## src/rtl/assert_macros.svh

```systemverilog
// Assertion macros shared by the RTL of the motor feedback unwrap block.
// No dependencies; pulled in by the files that carry assertions.
`ifndef ASSERT_MACROS_SVH
`define ASSERT_MACROS_SVH

// Check a property on every rising clock edge outside reset.
`define ASSERT_RST(label, clk, rst, prop) \
   label: assert property (@(posedge clk) disable iff (rst) prop) \
      else $error("assertion failed");

// Check a property on every rising clock edge, reset included.
`define ASSERT_ALWAYS(label, clk, prop) \
   label: assert property (@(posedge clk) prop) \
      else $error("assertion failed");

`endif

```

## src/rtl/cmfu_pkg.sv

```systemverilog
// Shared types, constants and register codes of the motor feedback unwrap block.
// No dependencies; used by every module of the block except cmfu_fifo.
package cmfu_pkg;

   localparam int MOTOR_SLOTS_DEFAULT = 8;
   localparam int TURN_BITS_DEFAULT   = 16;

   localparam int ID_W        = 11;
   localparam int MASK_W      = 8;
   localparam int SLOT_W      = 3;
   localparam int BYTE_W      = 8;
   localparam int WORD_W      = 16;
   localparam int POS_W       = 32;
   localparam int CSR_DATA_W  = 16;
   localparam int CSR_INDEX_W = 2;

   // Queue depths, powers of two
   localparam int MID_DEPTH = 2;
   localparam int OUT_DEPTH = 4;

   localparam logic [ID_W-1:0]   BASE_ID_RESET = 11'h201;
   localparam logic [MASK_W-1:0] ENABLE_RESET  = 8'hFF;
   localparam logic [WORD_W-1:0] CPT_RESET     = 16'd8191;
   localparam logic [WORD_W-1:0] WRAP_RESET    = 16'd4096;

   typedef enum logic [CSR_INDEX_W-1:0] {
      CSR_BASE_ID = 2'd0,
      CSR_ENABLE  = 2'd1,
      CSR_CPT     = 2'd2,
      CSR_WRAP    = 2'd3
   } csr_index_type;

   typedef struct packed {
      logic [ID_W-1:0]   motor_base_id;
      logic [MASK_W-1:0] motor_enable_mask;
      logic [WORD_W-1:0] counts_per_turn;
      logic [WORD_W-1:0] wrap_threshold;
   } csr_type;

   typedef struct packed {
      logic [ID_W-1:0]   frame_id;
      logic [BYTE_W-1:0] byte_zero;
      logic [BYTE_W-1:0] byte_one;
      logic [BYTE_W-1:0] byte_two;
      logic [BYTE_W-1:0] byte_three;
      logic [BYTE_W-1:0] byte_four;
      logic [BYTE_W-1:0] byte_five;
      logic [BYTE_W-1:0] byte_six;
   } req_frame_type;

   // Classified request as it waits between front and back
   typedef struct packed {
      logic                     hit;
      logic [SLOT_W-1:0]        slot;
      logic [WORD_W-1:0]        angle;
      logic signed [WORD_W-1:0] speed;
      logic signed [WORD_W-1:0] current;
      logic [BYTE_W-1:0]        temperature;
   } mid_item_type;

   typedef struct packed {
      logic                     hit;
      logic [SLOT_W-1:0]        motor_slot;
      logic signed [POS_W-1:0]  position_count;
      logic signed [WORD_W-1:0] speed_raw;
      logic signed [WORD_W-1:0] current_raw;
      logic [BYTE_W-1:0]        temperature;
   } rsp_item_type;

endpackage

```

## src/rtl/can_motor_feedback_unwrap_core.sv

```systemverilog
// Motor feedback unwrap: one request per cycle is sustained while results are
// popped as they arrive; the rate is set by the back end's three-step pipeline
// (turn update, multiply, saturate) and its 4-entry result queue.
// Reset is synchronous: queues empty, per-slot turn state cleared, registers reloaded.
// Depends on cmfu_pkg, cmfu_fifo, cmfu_front, cmfu_back and assert_macros.svh.
`include "assert_macros.svh"

module can_motor_feedback_unwrap_core #(
   parameter int MOTOR_SLOTS = cmfu_pkg::MOTOR_SLOTS_DEFAULT,
   parameter int TURN_BITS   = cmfu_pkg::TURN_BITS_DEFAULT
) (
   input  logic                                  clock,
   input  logic                                  reset,
   input  logic                                  csr_we,
   input  logic [cmfu_pkg::CSR_INDEX_W-1:0]      csr_index,
   input  logic [cmfu_pkg::CSR_DATA_W-1:0]       csr_wdata,
   input  logic                                  push,
   output logic                                  full,
   input  logic [cmfu_pkg::ID_W-1:0]             req_frame_id,
   input  logic [cmfu_pkg::BYTE_W-1:0]           req_byte_zero,
   input  logic [cmfu_pkg::BYTE_W-1:0]           req_byte_one,
   input  logic [cmfu_pkg::BYTE_W-1:0]           req_byte_two,
   input  logic [cmfu_pkg::BYTE_W-1:0]           req_byte_three,
   input  logic [cmfu_pkg::BYTE_W-1:0]           req_byte_four,
   input  logic [cmfu_pkg::BYTE_W-1:0]           req_byte_five,
   input  logic [cmfu_pkg::BYTE_W-1:0]           req_byte_six,
   output logic                                  empty,
   input  logic                                  pop,
   output logic                                  rsp_hit,
   output logic [cmfu_pkg::SLOT_W-1:0]           rsp_motor_slot,
   output logic signed [cmfu_pkg::POS_W-1:0]     rsp_position_count,
   output logic signed [cmfu_pkg::WORD_W-1:0]    rsp_speed_raw,
   output logic signed [cmfu_pkg::WORD_W-1:0]    rsp_current_raw,
   output logic [cmfu_pkg::BYTE_W-1:0]           rsp_temperature
);

   localparam int MID_W     = $bits(cmfu_pkg::mid_item_type);
   localparam int RSP_W     = $bits(cmfu_pkg::rsp_item_type);
   localparam int MID_CNT_W = $clog2(cmfu_pkg::MID_DEPTH+1);
   localparam int OUT_CNT_W = $clog2(cmfu_pkg::OUT_DEPTH+1);

   cmfu_pkg::csr_type       cfg_ff, cfg_in;
   cmfu_pkg::req_frame_type frame;
   cmfu_pkg::mid_item_type  front_item;
   cmfu_pkg::mid_item_type  mid_data;
   cmfu_pkg::rsp_item_type  back_data;
   cmfu_pkg::rsp_item_type  rsp_data;
   logic                    mid_full, mid_empty, mid_pop;
   logic [MID_CNT_W-1:0]    mid_count;
   logic                    out_push, out_full;
   logic [OUT_CNT_W-1:0]    out_count;

   // Configuration registers
   always_comb begin
      cfg_in = cfg_ff;
      if (csr_we) begin
         case (cmfu_pkg::csr_index_type'(csr_index))
            cmfu_pkg::CSR_BASE_ID: cfg_in.motor_base_id     = csr_wdata[cmfu_pkg::ID_W-1:0];
            cmfu_pkg::CSR_ENABLE:  cfg_in.motor_enable_mask = csr_wdata[cmfu_pkg::MASK_W-1:0];
            cmfu_pkg::CSR_CPT:     cfg_in.counts_per_turn   = csr_wdata;
            cmfu_pkg::CSR_WRAP:    cfg_in.wrap_threshold    = csr_wdata;
            default:               cfg_in = cfg_ff;
         endcase
      end
   end

   always_ff @(posedge clock) begin
      if (reset) begin
         cfg_ff.motor_base_id     <= cmfu_pkg::BASE_ID_RESET;
         cfg_ff.motor_enable_mask <= cmfu_pkg::ENABLE_RESET;
         cfg_ff.counts_per_turn   <= cmfu_pkg::CPT_RESET;
         cfg_ff.wrap_threshold    <= cmfu_pkg::WRAP_RESET;
      end else begin
         cfg_ff <= cfg_in;
      end
   end

   assign frame.frame_id   = req_frame_id;
   assign frame.byte_zero  = req_byte_zero;
   assign frame.byte_one   = req_byte_one;
   assign frame.byte_two   = req_byte_two;
   assign frame.byte_three = req_byte_three;
   assign frame.byte_four  = req_byte_four;
   assign frame.byte_five  = req_byte_five;
   assign frame.byte_six   = req_byte_six;

   cmfu_front #(
      .MOTOR_SLOTS (MOTOR_SLOTS)
   ) u_front (
      .cfg   (cfg_ff),
      .frame (frame),
      .item  (front_item)
   );

   cmfu_fifo #(
      .WIDTH (MID_W),
      .DEPTH (cmfu_pkg::MID_DEPTH)
   ) u_mid_fifo (
      .clock   (clock),
      .reset   (reset),
      .push    (push),
      .wr_data (front_item),
      .pop     (mid_pop),
      .rd_data (mid_data),
      .full    (mid_full),
      .empty   (mid_empty),
      .count   (mid_count)
   );

   assign full = mid_full;

   cmfu_back #(
      .MOTOR_SLOTS (MOTOR_SLOTS),
      .TURN_BITS   (TURN_BITS),
      .OUT_DEPTH   (cmfu_pkg::OUT_DEPTH)
   ) u_back (
      .clock     (clock),
      .reset     (reset),
      .cfg       (cfg_ff),
      .mid_data  (mid_data),
      .mid_empty (mid_empty),
      .mid_pop   (mid_pop),
      .out_count (out_count),
      .out_push  (out_push),
      .out_data  (back_data)
   );

   cmfu_fifo #(
      .WIDTH (RSP_W),
      .DEPTH (cmfu_pkg::OUT_DEPTH)
   ) u_out_fifo (
      .clock   (clock),
      .reset   (reset),
      .push    (out_push),
      .wr_data (back_data),
      .pop     (pop),
      .rd_data (rsp_data),
      .full    (out_full),
      .empty   (empty),
      .count   (out_count)
   );

   assign rsp_hit            = rsp_data.hit;
   assign rsp_motor_slot     = rsp_data.motor_slot;
   assign rsp_position_count = rsp_data.position_count;
   assign rsp_speed_raw      = rsp_data.speed_raw;
   assign rsp_current_raw    = rsp_data.current_raw;
   assign rsp_temperature    = rsp_data.temperature;

   // The back end's credit check must keep the result queue from overflowing
   `ASSERT_RST(a_out_no_overflow, clock, reset, out_push |-> !out_full)
   // Mid queue occupancy tracks its empty and full flags
   `ASSERT_RST(a_mid_count_flags, clock, reset, (mid_count == '0) == mid_empty && (mid_count == MID_CNT_W'(cmfu_pkg::MID_DEPTH)) == mid_full)
   // A missed frame carries an all-zero result
   `ASSERT_RST(a_miss_zero, clock, reset, (!empty && !rsp_hit) |-> (rsp_position_count == 0 && rsp_motor_slot == 0 && rsp_temperature == 0))
   // Both queues come out of reset empty
   `ASSERT_ALWAYS(a_reset_empty, clock, reset |=> (empty && !full && !mid_pop))

endmodule

```

## src/rtl/cmfu_fifo.sv

```systemverilog
// Small register queue with first-word fall-through read, used on both sides of the back end.
// Depends on nothing; DEPTH must be a power of two.
module cmfu_fifo #(
   parameter int WIDTH = 8,
   parameter int DEPTH = 4
) (
   input  logic                         clock,
   input  logic                         reset,
   input  logic                         push,
   input  logic [WIDTH-1:0]             wr_data,
   input  logic                         pop,
   output logic [WIDTH-1:0]             rd_data,
   output logic                         full,
   output logic                         empty,
   output logic [$clog2(DEPTH+1)-1:0]   count
);

   localparam int PTR_W = (DEPTH > 1) ? $clog2(DEPTH) : 1;
   localparam int CNT_W = $clog2(DEPTH+1);

   logic [WIDTH-1:0] slot_ff [DEPTH];
   logic [PTR_W-1:0] wr_ptr_ff, wr_ptr_in;
   logic [PTR_W-1:0] rd_ptr_ff, rd_ptr_in;
   logic [CNT_W-1:0] count_ff, count_in;
   logic             do_wr, do_rd;

   assign full    = (count_ff == CNT_W'(DEPTH));
   assign empty   = (count_ff == '0);
   assign count   = count_ff;
   assign rd_data = slot_ff[rd_ptr_ff];

   assign do_wr = push && !full;
   assign do_rd = pop && !empty;

   always_comb begin
      wr_ptr_in = do_wr ? wr_ptr_ff + 1'b1 : wr_ptr_ff;
      rd_ptr_in = do_rd ? rd_ptr_ff + 1'b1 : rd_ptr_ff;
      count_in  = count_ff;
      if (do_wr && !do_rd) begin
         count_in = count_ff + 1'b1;
      end else if (do_rd && !do_wr) begin
         count_in = count_ff - 1'b1;
      end
   end

   always_ff @(posedge clock) begin
      if (reset) begin
         wr_ptr_ff <= '0;
         rd_ptr_ff <= '0;
         count_ff  <= '0;
      end else begin
         wr_ptr_ff <= wr_ptr_in;
         rd_ptr_ff <= rd_ptr_in;
         count_ff  <= count_in;
      end
   end

   always_ff @(posedge clock) begin
      if (do_wr) begin
         slot_ff[wr_ptr_ff] <= wr_data;
      end
   end

endmodule

```

## src/rtl/cmfu_front.sv

```systemverilog
// Front end: matches the frame identifier against the enabled motor slots and unpacks the payload.
// Depends on cmfu_pkg.
module cmfu_front #(
   parameter int MOTOR_SLOTS = cmfu_pkg::MOTOR_SLOTS_DEFAULT
) (
   input  cmfu_pkg::csr_type       cfg,
   input  cmfu_pkg::req_frame_type frame,
   output cmfu_pkg::mid_item_type  item
);

   // Slots beyond the enable mask can never match
   localparam int ACTIVE_SLOTS =
      (MOTOR_SLOTS < cmfu_pkg::MASK_W) ? MOTOR_SLOTS : cmfu_pkg::MASK_W;
   localparam int DIFF_W = cmfu_pkg::ID_W + 1;

   logic [DIFF_W-1:0]           id_diff;
   logic                        in_range;
   logic [cmfu_pkg::SLOT_W-1:0] slot;
   logic                        hit;

   assign id_diff  = {1'b0, frame.frame_id} - {1'b0, cfg.motor_base_id};
   // Borrow out means the identifier lies below the base
   assign in_range = !id_diff[DIFF_W-1] && (id_diff < DIFF_W'(ACTIVE_SLOTS));
   assign slot     = id_diff[cmfu_pkg::SLOT_W-1:0];
   assign hit      = in_range && cfg.motor_enable_mask[slot];

   always_comb begin
      item = '0;
      if (hit) begin
         item.hit         = 1'b1;
         item.slot        = slot;
         item.angle       = {frame.byte_zero, frame.byte_one};
         item.speed       = $signed({frame.byte_two, frame.byte_three});
         item.current     = $signed({frame.byte_four, frame.byte_five});
         item.temperature = frame.byte_six;
      end
   end

endmodule

```

## src/rtl/cmfu_back.sv

```systemverilog
// Back end: per-slot turn tracking, position multiply and saturation into the result queue.
// Depends on cmfu_pkg.
module cmfu_back #(
   parameter int MOTOR_SLOTS = cmfu_pkg::MOTOR_SLOTS_DEFAULT,
   parameter int TURN_BITS   = cmfu_pkg::TURN_BITS_DEFAULT,
   parameter int OUT_DEPTH   = cmfu_pkg::OUT_DEPTH
) (
   input  logic                           clock,
   input  logic                           reset,
   input  cmfu_pkg::csr_type              cfg,
   input  cmfu_pkg::mid_item_type         mid_data,
   input  logic                           mid_empty,
   output logic                           mid_pop,
   input  logic [$clog2(OUT_DEPTH+1)-1:0] out_count,
   output logic                           out_push,
   output cmfu_pkg::rsp_item_type         out_data
);

   localparam int ACTIVE_SLOTS =
      (MOTOR_SLOTS < cmfu_pkg::MASK_W) ? MOTOR_SLOTS : cmfu_pkg::MASK_W;
   localparam int CNT_W   = $clog2(OUT_DEPTH+1);
   localparam int WORD_W  = cmfu_pkg::WORD_W;
   localparam int POS_W   = cmfu_pkg::POS_W;
   localparam int PROD_W  = TURN_BITS + WORD_W + 1;
   localparam int SUM_W   = (PROD_W + 1 > POS_W + 1) ? PROD_W + 1 : POS_W + 1;

   localparam logic signed [TURN_BITS-1:0] TURN_MAX = {1'b0, {(TURN_BITS-1){1'b1}}};
   localparam logic signed [TURN_BITS-1:0] TURN_MIN = {1'b1, {(TURN_BITS-1){1'b0}}};
   localparam logic signed [SUM_W-1:0] POS_MAX = SUM_W'($signed(32'h7FFF_FFFF));
   localparam logic signed [SUM_W-1:0] POS_MIN = SUM_W'($signed(32'h8000_0000));

   // Per-slot state
   logic [WORD_W-1:0]           last_angle_ff [ACTIVE_SLOTS];
   logic signed [TURN_BITS-1:0] turn_ff       [ACTIVE_SLOTS];
   logic [ACTIVE_SLOTS-1:0]     seen_ff;

   logic [ACTIVE_SLOTS-1:0]     sel;
   logic [WORD_W-1:0]           rd_last;
   logic signed [TURN_BITS-1:0] rd_turn;
   logic                        rd_seen;
   logic signed [WORD_W:0]      angle_diff;
   logic signed [WORD_W:0]      thr_pos;
   logic signed [WORD_W:0]      thr_neg;
   logic signed [TURN_BITS-1:0] turn_next;

   // Pipeline registers
   logic                          s1_valid_ff;
   cmfu_pkg::mid_item_type        s1_item_ff;
   logic signed [TURN_BITS-1:0]   s1_turn_ff, s1_turn_in;
   logic                          s2_valid_ff;
   cmfu_pkg::mid_item_type        s2_item_ff;
   logic signed [PROD_W-1:0]      s2_prod_ff, s2_prod_in;

   logic [CNT_W:0]                in_flight;
   logic signed [SUM_W-1:0]       pos_sum;
   logic signed [POS_W-1:0]       pos_sat;

   // Hold the queue while the result side could overflow
   assign in_flight = {1'b0, out_count} + (CNT_W+1)'(s1_valid_ff) + (CNT_W+1)'(s2_valid_ff);
   assign mid_pop   = !mid_empty && (in_flight < (CNT_W+1)'(OUT_DEPTH));

   always_comb begin
      rd_last = '0;
      rd_turn = '0;
      rd_seen = 1'b0;
      for (int s = 0; s < ACTIVE_SLOTS; s++) begin
         sel[s] = mid_data.hit && (mid_data.slot == cmfu_pkg::SLOT_W'(s));
         if (sel[s]) begin
            rd_last = last_angle_ff[s];
            rd_turn = turn_ff[s];
            rd_seen = seen_ff[s];
         end
      end
   end

   assign angle_diff = $signed({1'b0, mid_data.angle}) - $signed({1'b0, rd_last});
   assign thr_pos    = $signed({1'b0, cfg.wrap_threshold});
   assign thr_neg    = -thr_pos;

   always_comb begin
      turn_next = rd_turn;
      if (rd_seen) begin
         if (angle_diff > thr_pos) begin
            if (rd_turn != TURN_MIN) begin
               turn_next = rd_turn - 1'b1;
            end
         end else if (angle_diff < thr_neg) begin
            if (rd_turn != TURN_MAX) begin
               turn_next = rd_turn + 1'b1;
            end
         end
      end
      s1_turn_in = mid_data.hit ? turn_next : '0;
   end

   always_ff @(posedge clock) begin
      if (reset) begin
         seen_ff <= '0;
         for (int s = 0; s < ACTIVE_SLOTS; s++) begin
            last_angle_ff[s] <= '0;
            turn_ff[s]       <= '0;
         end
      end else if (mid_pop) begin
         for (int s = 0; s < ACTIVE_SLOTS; s++) begin
            if (sel[s]) begin
               last_angle_ff[s] <= mid_data.angle;
               turn_ff[s]       <= turn_next;
               seen_ff[s]       <= 1'b1;
            end
         end
      end
   end

   assign s2_prod_in = PROD_W'(s1_turn_ff) * PROD_W'($signed({1'b0, cfg.counts_per_turn}));

   always_ff @(posedge clock) begin
      if (reset) begin
         s1_valid_ff <= 1'b0;
         s2_valid_ff <= 1'b0;
      end else begin
         s1_valid_ff <= mid_pop;
         s2_valid_ff <= s1_valid_ff;
      end
   end

   always_ff @(posedge clock) begin
      s1_item_ff <= mid_data;
      s1_turn_ff <= s1_turn_in;
      s2_item_ff <= s1_item_ff;
      s2_prod_ff <= s2_prod_in;
   end

   assign pos_sum = SUM_W'(s2_prod_ff) + SUM_W'($signed({1'b0, s2_item_ff.angle}));

   always_comb begin
      if (pos_sum > POS_MAX) begin
         pos_sat = POS_MAX[POS_W-1:0];
      end else if (pos_sum < POS_MIN) begin
         pos_sat = POS_MIN[POS_W-1:0];
      end else begin
         pos_sat = pos_sum[POS_W-1:0];
      end
   end

   assign out_push                = s2_valid_ff;
   assign out_data.hit            = s2_item_ff.hit;
   assign out_data.motor_slot     = s2_item_ff.slot;
   assign out_data.position_count = pos_sat;
   assign out_data.speed_raw      = s2_item_ff.speed;
   assign out_data.current_raw    = s2_item_ff.current;
   assign out_data.temperature    = s2_item_ff.temperature;

endmodule
```

## config.mk

```make
export PLATFORM = sky130hd
export DESIGN_NAME = can_motor_feedback_unwrap_core
export DESIGN_NICKNAME = d
export VERILOG_FILES = /design/src/rtl/cmfu_pkg.sv /design/src/rtl/can_motor_feedback_unwrap_core.sv /design/src/rtl/cmfu_fifo.sv /design/src/rtl/cmfu_front.sv /design/src/rtl/cmfu_back.sv
export VERILOG_INCLUDE_DIRS = /design/src /design/src/rtl
export SDC_FILE = /design/constraint.sdc
export NUM_CORES = 2
export LEC_CHECK = 0
export BUFFER_PORTS_ARGS = -buffer_cell sky130_fd_sc_hd__buf_2
export CORE_MARGIN = 2
export CORE_UTILIZATION = 55
export DETAILED_ROUTE_END_ITERATION = 8
export GPL_TIMING_DRIVEN = 0
export MAX_ROUTING_LAYER = met4
export PLACE_DENSITY = 0.72
export SYNTH_ARGS = -nofsm -noshare
export SYNTH_HDL_FRONTEND = slang
export SYNTH_SLANG_ARGS = --single-unit
```

## constraint.sdc

```tcl
create_clock -name clock -period 8.4 [get_ports clock]
set_clock_uncertainty 0.2 [all_clocks]
set_input_delay 0.84 -clock clock [delete_from_list [all_inputs] [get_ports clock]]
set_output_delay 0.84 -clock clock [all_outputs]
set_load 0.05 [all_outputs]
```

-- Word-level counts from Yosys, hierarchy flattened
Memories as Yosys holds them, arrays and structs flattened. A register that Yosys moved wholly into a read port is not among the register bits.
Cells that the tools add are included.
- RAM bits: 680
- input bits: 90
- register bits: 241
- logic and storage cells: 234
- memories kept: 4
- output and inout port bits: 78
- multipliers: 1
- $add $sub $neg: 16
- multiplexer cells: 96
- equal/unequal tests: 14
- bitwise operators: 16
- reduce and logical (&&, ||, !) cells: 46
- magnitude comparators: 7
- memory list (memory ; depth ; width ; read ports ; clocked after memory_dff ; write ports ; line ; RTL):
    u_out_fifo.slot_ff ; 4 ; 76 ; 1 ; 1 ; 1 ; cmfu_fifo.sv:21 ; logic [WIDTH-1:0] slot_ff [DEPTH];
    u_back.last_angle_ff ; 8 ; 16 ; 8 ; 0 ; 8 ; cmfu_back.sv:33 ; logic [WORD_W-1:0] last_angle_ff [ACTIVE_SLOTS];
    u_back.turn_ff ; 8 ; 16 ; 8 ; 0 ; 8 ; cmfu_back.sv:34 ; logic signed [TURN_BITS-1:0] turn_ff [ACTIVE_SLOTS];
    u_mid_fifo.slot_ff ; 2 ; 60 ; 1 ; 1 ; 1 ; cmfu_fifo.sv:21 ;
- operators with widths (kind ; number):
    2-to-1 mux 16 bit ; 37
    2-to-1 mux 32 bit ; 2
    2-to-1 mux 60 bit ; 1
    2-to-1 mux 1 bit ; 49
    adder 33 x 17 -> 34 bit ; 1
    > comparator 34 x 32 -> 1 bit (second input constant) ; 1
    less-than comparator 34 x 32 -> 1 bit (second input constant) ; 1
    multiplier 16 x 17 -> 33 bit ; 1
    != test 16 bit (second input constant) ; 2
    AND reduction 2 bit ; 12
    logical AND 1 bit ; 19
    > comparator 17 bit ; 1
    less-than comparator 17 bit ; 1
    negator 16 -> 17 bit ; 1
    subtractor 16 x 16 -> 17 bit ; 1
    adder 16 x 1 -> 16 bit (second input constant) ; 1
    bitwise OR 1 bit ; 16
    subtractor 16 x 1 -> 16 bit (second input constant) ; 1
    equality test 3 bit (second input constant) ; 5
    less-than comparator 12 x 4 -> 1 bit (second input constant) ; 1
    subtractor 11 x 11 -> 12 bit ; 1
    logical NOT 1 bit ; 9
    2-to-1 mux 2 bit ; 4
    adder 2 x 1 -> 2 bit (second input constant) ; 3
    17 further kinds ; 25

-- Longest topological paths before layout
- depth after elaboration: 16
- gate-level depth with buffers: 35
- mapped depth without buffers: 31

-- Cells and area by module
From an unflattened synthesis, not the netlist that was laid out.
- cells, all modules: 3814
- area, all modules: 47862.2 µm²
- by module, submodules not included (module ; times used ; cells each ; area an instance (µm²) ; sequential area each (µm²)):
    cmfu_back ; 1 ; 2709 ; 27705.3 ; 11270.8
    cmfu_fifo (u_out_fifo) ; 1 ; 445 ; 11468.5 ; 9308.9
    cmfu_fifo (u_mid_fifo) ; 1 ; 212 ; 4531.8 ; 3703.6
    cmfu_front ; 1 ; 246 ; 2102.0 ; 0.0
    can_motor_feedback_unwrap_core ; 1 ; 202 ; 2054.5 ; 1021.0

-- Worst setup path after synthesis
OpenSTA, ideal clock, no wires.
- path kind: reg2reg
- start point: register (tool-made name)
- end point: memory u_back.turn_ff[0][103] in the netlist's numbering, data pin
- data required time: 7.925 ns
- data arrival time: 7.203 ns
- slack: 0.721 ns
- cell stages (with the launch flop): 32
- period minus slack after synthesis: 7.679 ns
- setup time: 0.275 ns
- path buffers: 5
- cells stage by stage: dfxtp_1 -> mux2i_2 -> inv_2 -> buf_2 -> buf_2 -> clkbuf_1 -> clkbuf_1 -> nor3_1 -> a221oi_1 -> ha_1 -> nor2b_1 -> o21ai_0 -> a21boi_0 -> o21ai_0 -> nand2b_1 -> a21o_1 -> a41o_1 -> o41ai_1 -> xnor2_1 -> ha_1 -> nand3_1 -> nor4_1 -> nand3_1 -> a211o_1 -> a21oi_1 -> o2111ai_1 -> nand2_1 -> nor2_1 -> clkbuf_1 -> o41ai_2 -> xor2_1 -> nor2_1
- RTL lines (what ; line):
    to (decl) ; cmfu_back.sv:34

==> out/qor.csv <==
stage,metric,value,unit
sta,Peak Freq,123,MHz
detailed_routing,DR WL/cell,22.7,um
sta,Setup Viol. Count Final,0,
cts,CTS sink cnt,924,
worst_setup_path,Worst path max stage delay,0.56,ns
place,placer congestion estimate,0.952,
synth,share of the synthesized area in the top cell type,44.0,%
synth,Post-synth top cells,"edfxtp_1 (680), inv_1 (360), nand2_1 (351)",
synth,syn avg cell area,12.3,um2
cts,CTS tree,yes,
sta,Setup TNS,0,ns
worst_setup_path,kind of critical path,flop to flop,
place,DP HPWL,86100,um
sta,slew margin rel.,11.2,%
cts,CTS Root Cell,clkbuf_16,
synth,number of flops mapped to enable cells by yosys,680,
detailed_routing,remaining antenna violation count,0,
layout,area grow syn2layout,13.4,%
synth,async set-reset flop share out of synthesis,0,%
sta,"Slew Viols, Final",0,
sta,fin crit share,96.9,%
floorplanning,Die W,294,um
layout,fraction of layout cells with a size suffix above 1,14.6,%
detailed_routing,1st-iter DRT viols,3261,
global_routing,first-pass GRT wire length,180000,um
worst_setup_path,Critical Path Slowest Stage Cell,a22oi_2,
cts,htree depth,3,
sta,Worst Max-Slew Pin Slew,1.30,ns
worst_setup_path,Worst Path Required,8.53,ns
synth,main flop type after synthesis,edfxtp_1,
global_routing,Tot GR Track Use,28.4,%
synth,Synth Register Bits,924,
detailed_routing,DRT Pass-1 Iters,6,
min_path,worst hold path class,flop to flop,
synth,top post-synthesis cells by area,"edfxtp_1 (44%), dfxtp_1 (11%), fa_1 (8.5%), ha_1 (5.4%), mux4_2 (3.9%)",
synth,top-count cell post-synth,edfxtp_1,
global_routing,initial antenna violation count,12,
worst_setup_path,CP startpoint kind,flop,
detailed_routing,final WL,119000,um
worst_setup_path,CP endpoint kind,flop,
sta,Hold Fails Final Rpt,0,
synth,Mapped Cells,3775,
worst_setup_path,Worst Path Arrival,8.26,ns
synth,Yosys top cell by area,edfxtp_1,
synth,post-synthesis sequential area ratio,54.5,%
floorplanning,initial core utilization,55.5,%
cts,insertion delay to the later sink of the worst-skew pair,0.68,ns
place,IO buf count,166,
synth,synthesized area,46400,um2
global_routing,GRT overflow,0,
floorplanning,Rows,106,
detailed_routing,Vias,30800,
worst_setup_path,Crit Path Max Fanout,10,
outcome,status,finished clean,
synth,Post-Syn Nets,4265,
layout,nets,4565,
detailed_routing,post-DR vias/cell,5.87,
global_routing,vias in the first global route,30500,
cts,Clock Path Buffers,3,
global_routing,pin count of the biggest net entering global routing,61,
cts,clock-pin slew on the worst setup and hold paths,0.06,ns
run,MaxCap Viol Count,0,
detailed_routing,Residual DRC,0,
floorplanning,die area,86700,um2
synth,Unique masters post-synth,97,
synth,Ys Warns,0,
floorplanning,Die H,294,um
floorplanning,number of I/O pins,168,
sta,Final min period,8.14,ns
floorplanning,Core ar.,83600,um2
cts,TritonCTS Buffers,92,
## metrics by stage
stage / setup slack, ns / utilization (%) / area, um2 / hold WS [ns] / std cells
finish: 0.263 / 63.0 / 52600 / 0.0986 / 5247
global route: -0.0380 / 62.9 / 52600 / 0.0966 / 5238
CTS: 0.00659 / 62.7 / 52400 / 0.0812 / 5221
detailed placement: -2.32 / 58.6 / 48900 / 0.112 / 5034
global placement: -2.19 / 58.1 / 48600 / 0.110 / 5021
floorplan: 0.721 / - / 46400 / 0.110 / 3775
## area by class of cell
| type | count | area [um2] |
|---|---|---|
| Clock buffer | 126 | 2530 |
| Inverter | 364 | 1370 |
| Sequential cell | 924 | 25300 |
| Timing Repair Buffer | 208 | 1390 |
| Clock inverter | 45 | 571 |
| Buffer | 169 | 704 |
| Antenna cell | 15 | 37.5 |
| Multi-Input combinational cell | 2316 | 19400 |
| Fill cell | 6324 | 30900 |
| Tap cell | 1080 | 1350 |
## sequential cells by signal, indices dropped and copies added (netlist names), 33 cells and up, named ones only
| signal | count |
|---|---|
| u_back.turn_ff | 128 |
| u_back.last_angle_ff | 128 |
| u_back.s2_prod_ff | 33 |
| u_back.s1_item_ff | 60 |
| u_out_fifo.slot_ff | 304 |
| cfg_ff | 51 |
| u_back.out_data | 44 |
| u_mid_fifo.slot_ff | 120 |
## cells by family after synthesis
group / synth area share [%]
AOI/OAI and AO/OA: 7.58
and+or+nand+nor: 11.6
xor gates and xnor gates: 1.89
DFF: 54.5
buffers and inverters: 4.39
muxes: 6.03
adders and majority gates: 14.0
## what timing repair did
item / in CTS / in global routing
gates resized for setup: 41 / 31
setup endpoints to repair: 144 / 144
hold buffers: 0 / 0
buffers inserted: 17 / 12
pin swaps: 11 / 3
## critical path, delay by kind of cell (launching register included)
family	cells	cell delay [ns]
adder cells (fa/ha/maj)	2	0.75
flip-flops	1	0.43
AND/OR/NAND/NOR	9	1.39
buffers and inverters	4	1.13
XOR/XNOR	2	0.39
AO/OA/AOI/OAI	14	3.49
## metal layers
layer | vias up | wire [um] | track usage, % | part of all wire [%]
met2 | 1484 | 55600 | 44.7 | 47
met1 | 15200 | 46400 | 36.0 | 39
met4 | 0 | 4540 | 10.1 | 3.8
li1 | 13900 | - | - | -
met5 | - | 0 | - | 0
met3 | 285 | 12700 | 7.07 | 11
## path summary, 6_finish.rpt
| path | slack [ns] | start | cells after the start | end |
|---|---|---|---|---|
| setup reg to reg | 0.26 | flop | 31 | u_back.turn_ff[0][7] |
| setup / recovery | 0.26 | flop | 31 | u_back.turn_ff[0][7] |
| hold reg to reg | 0.1 | u_back.s1_item_ff[51] | 0 | u_back.s2_item_ff[51] |
| hold / removal | 0.1 | u_back.s1_item_ff[51] | 0 | u_back.s2_item_ff[51] |
## cells in the final DEF (no fill, tap or decap), types with 80 or more instances in the layout
master | Yosys | routed
buf_2 | 18 | 181
nor2_1 | 326 | 323
inv_1 | 360 | 360
dfxtp_1 | 244 | 243
o21ai_0 | 99 | 96
fa_1 | 198 | 198
clkbuf_16 | 0 | 94
a21oi_1 | 146 | 145
mux4_2 | 80 | 80
and2_1 | 185 | 180
nand2_1 | 351 | 350
ha_1 | 202 | 202
clkbuf_1 | 127 | 143
edfxtp_1 | 680 | 680
Power is not shown: default switching activity piles up to over one toggle a cycle in this logic, so the estimate is an artifact.
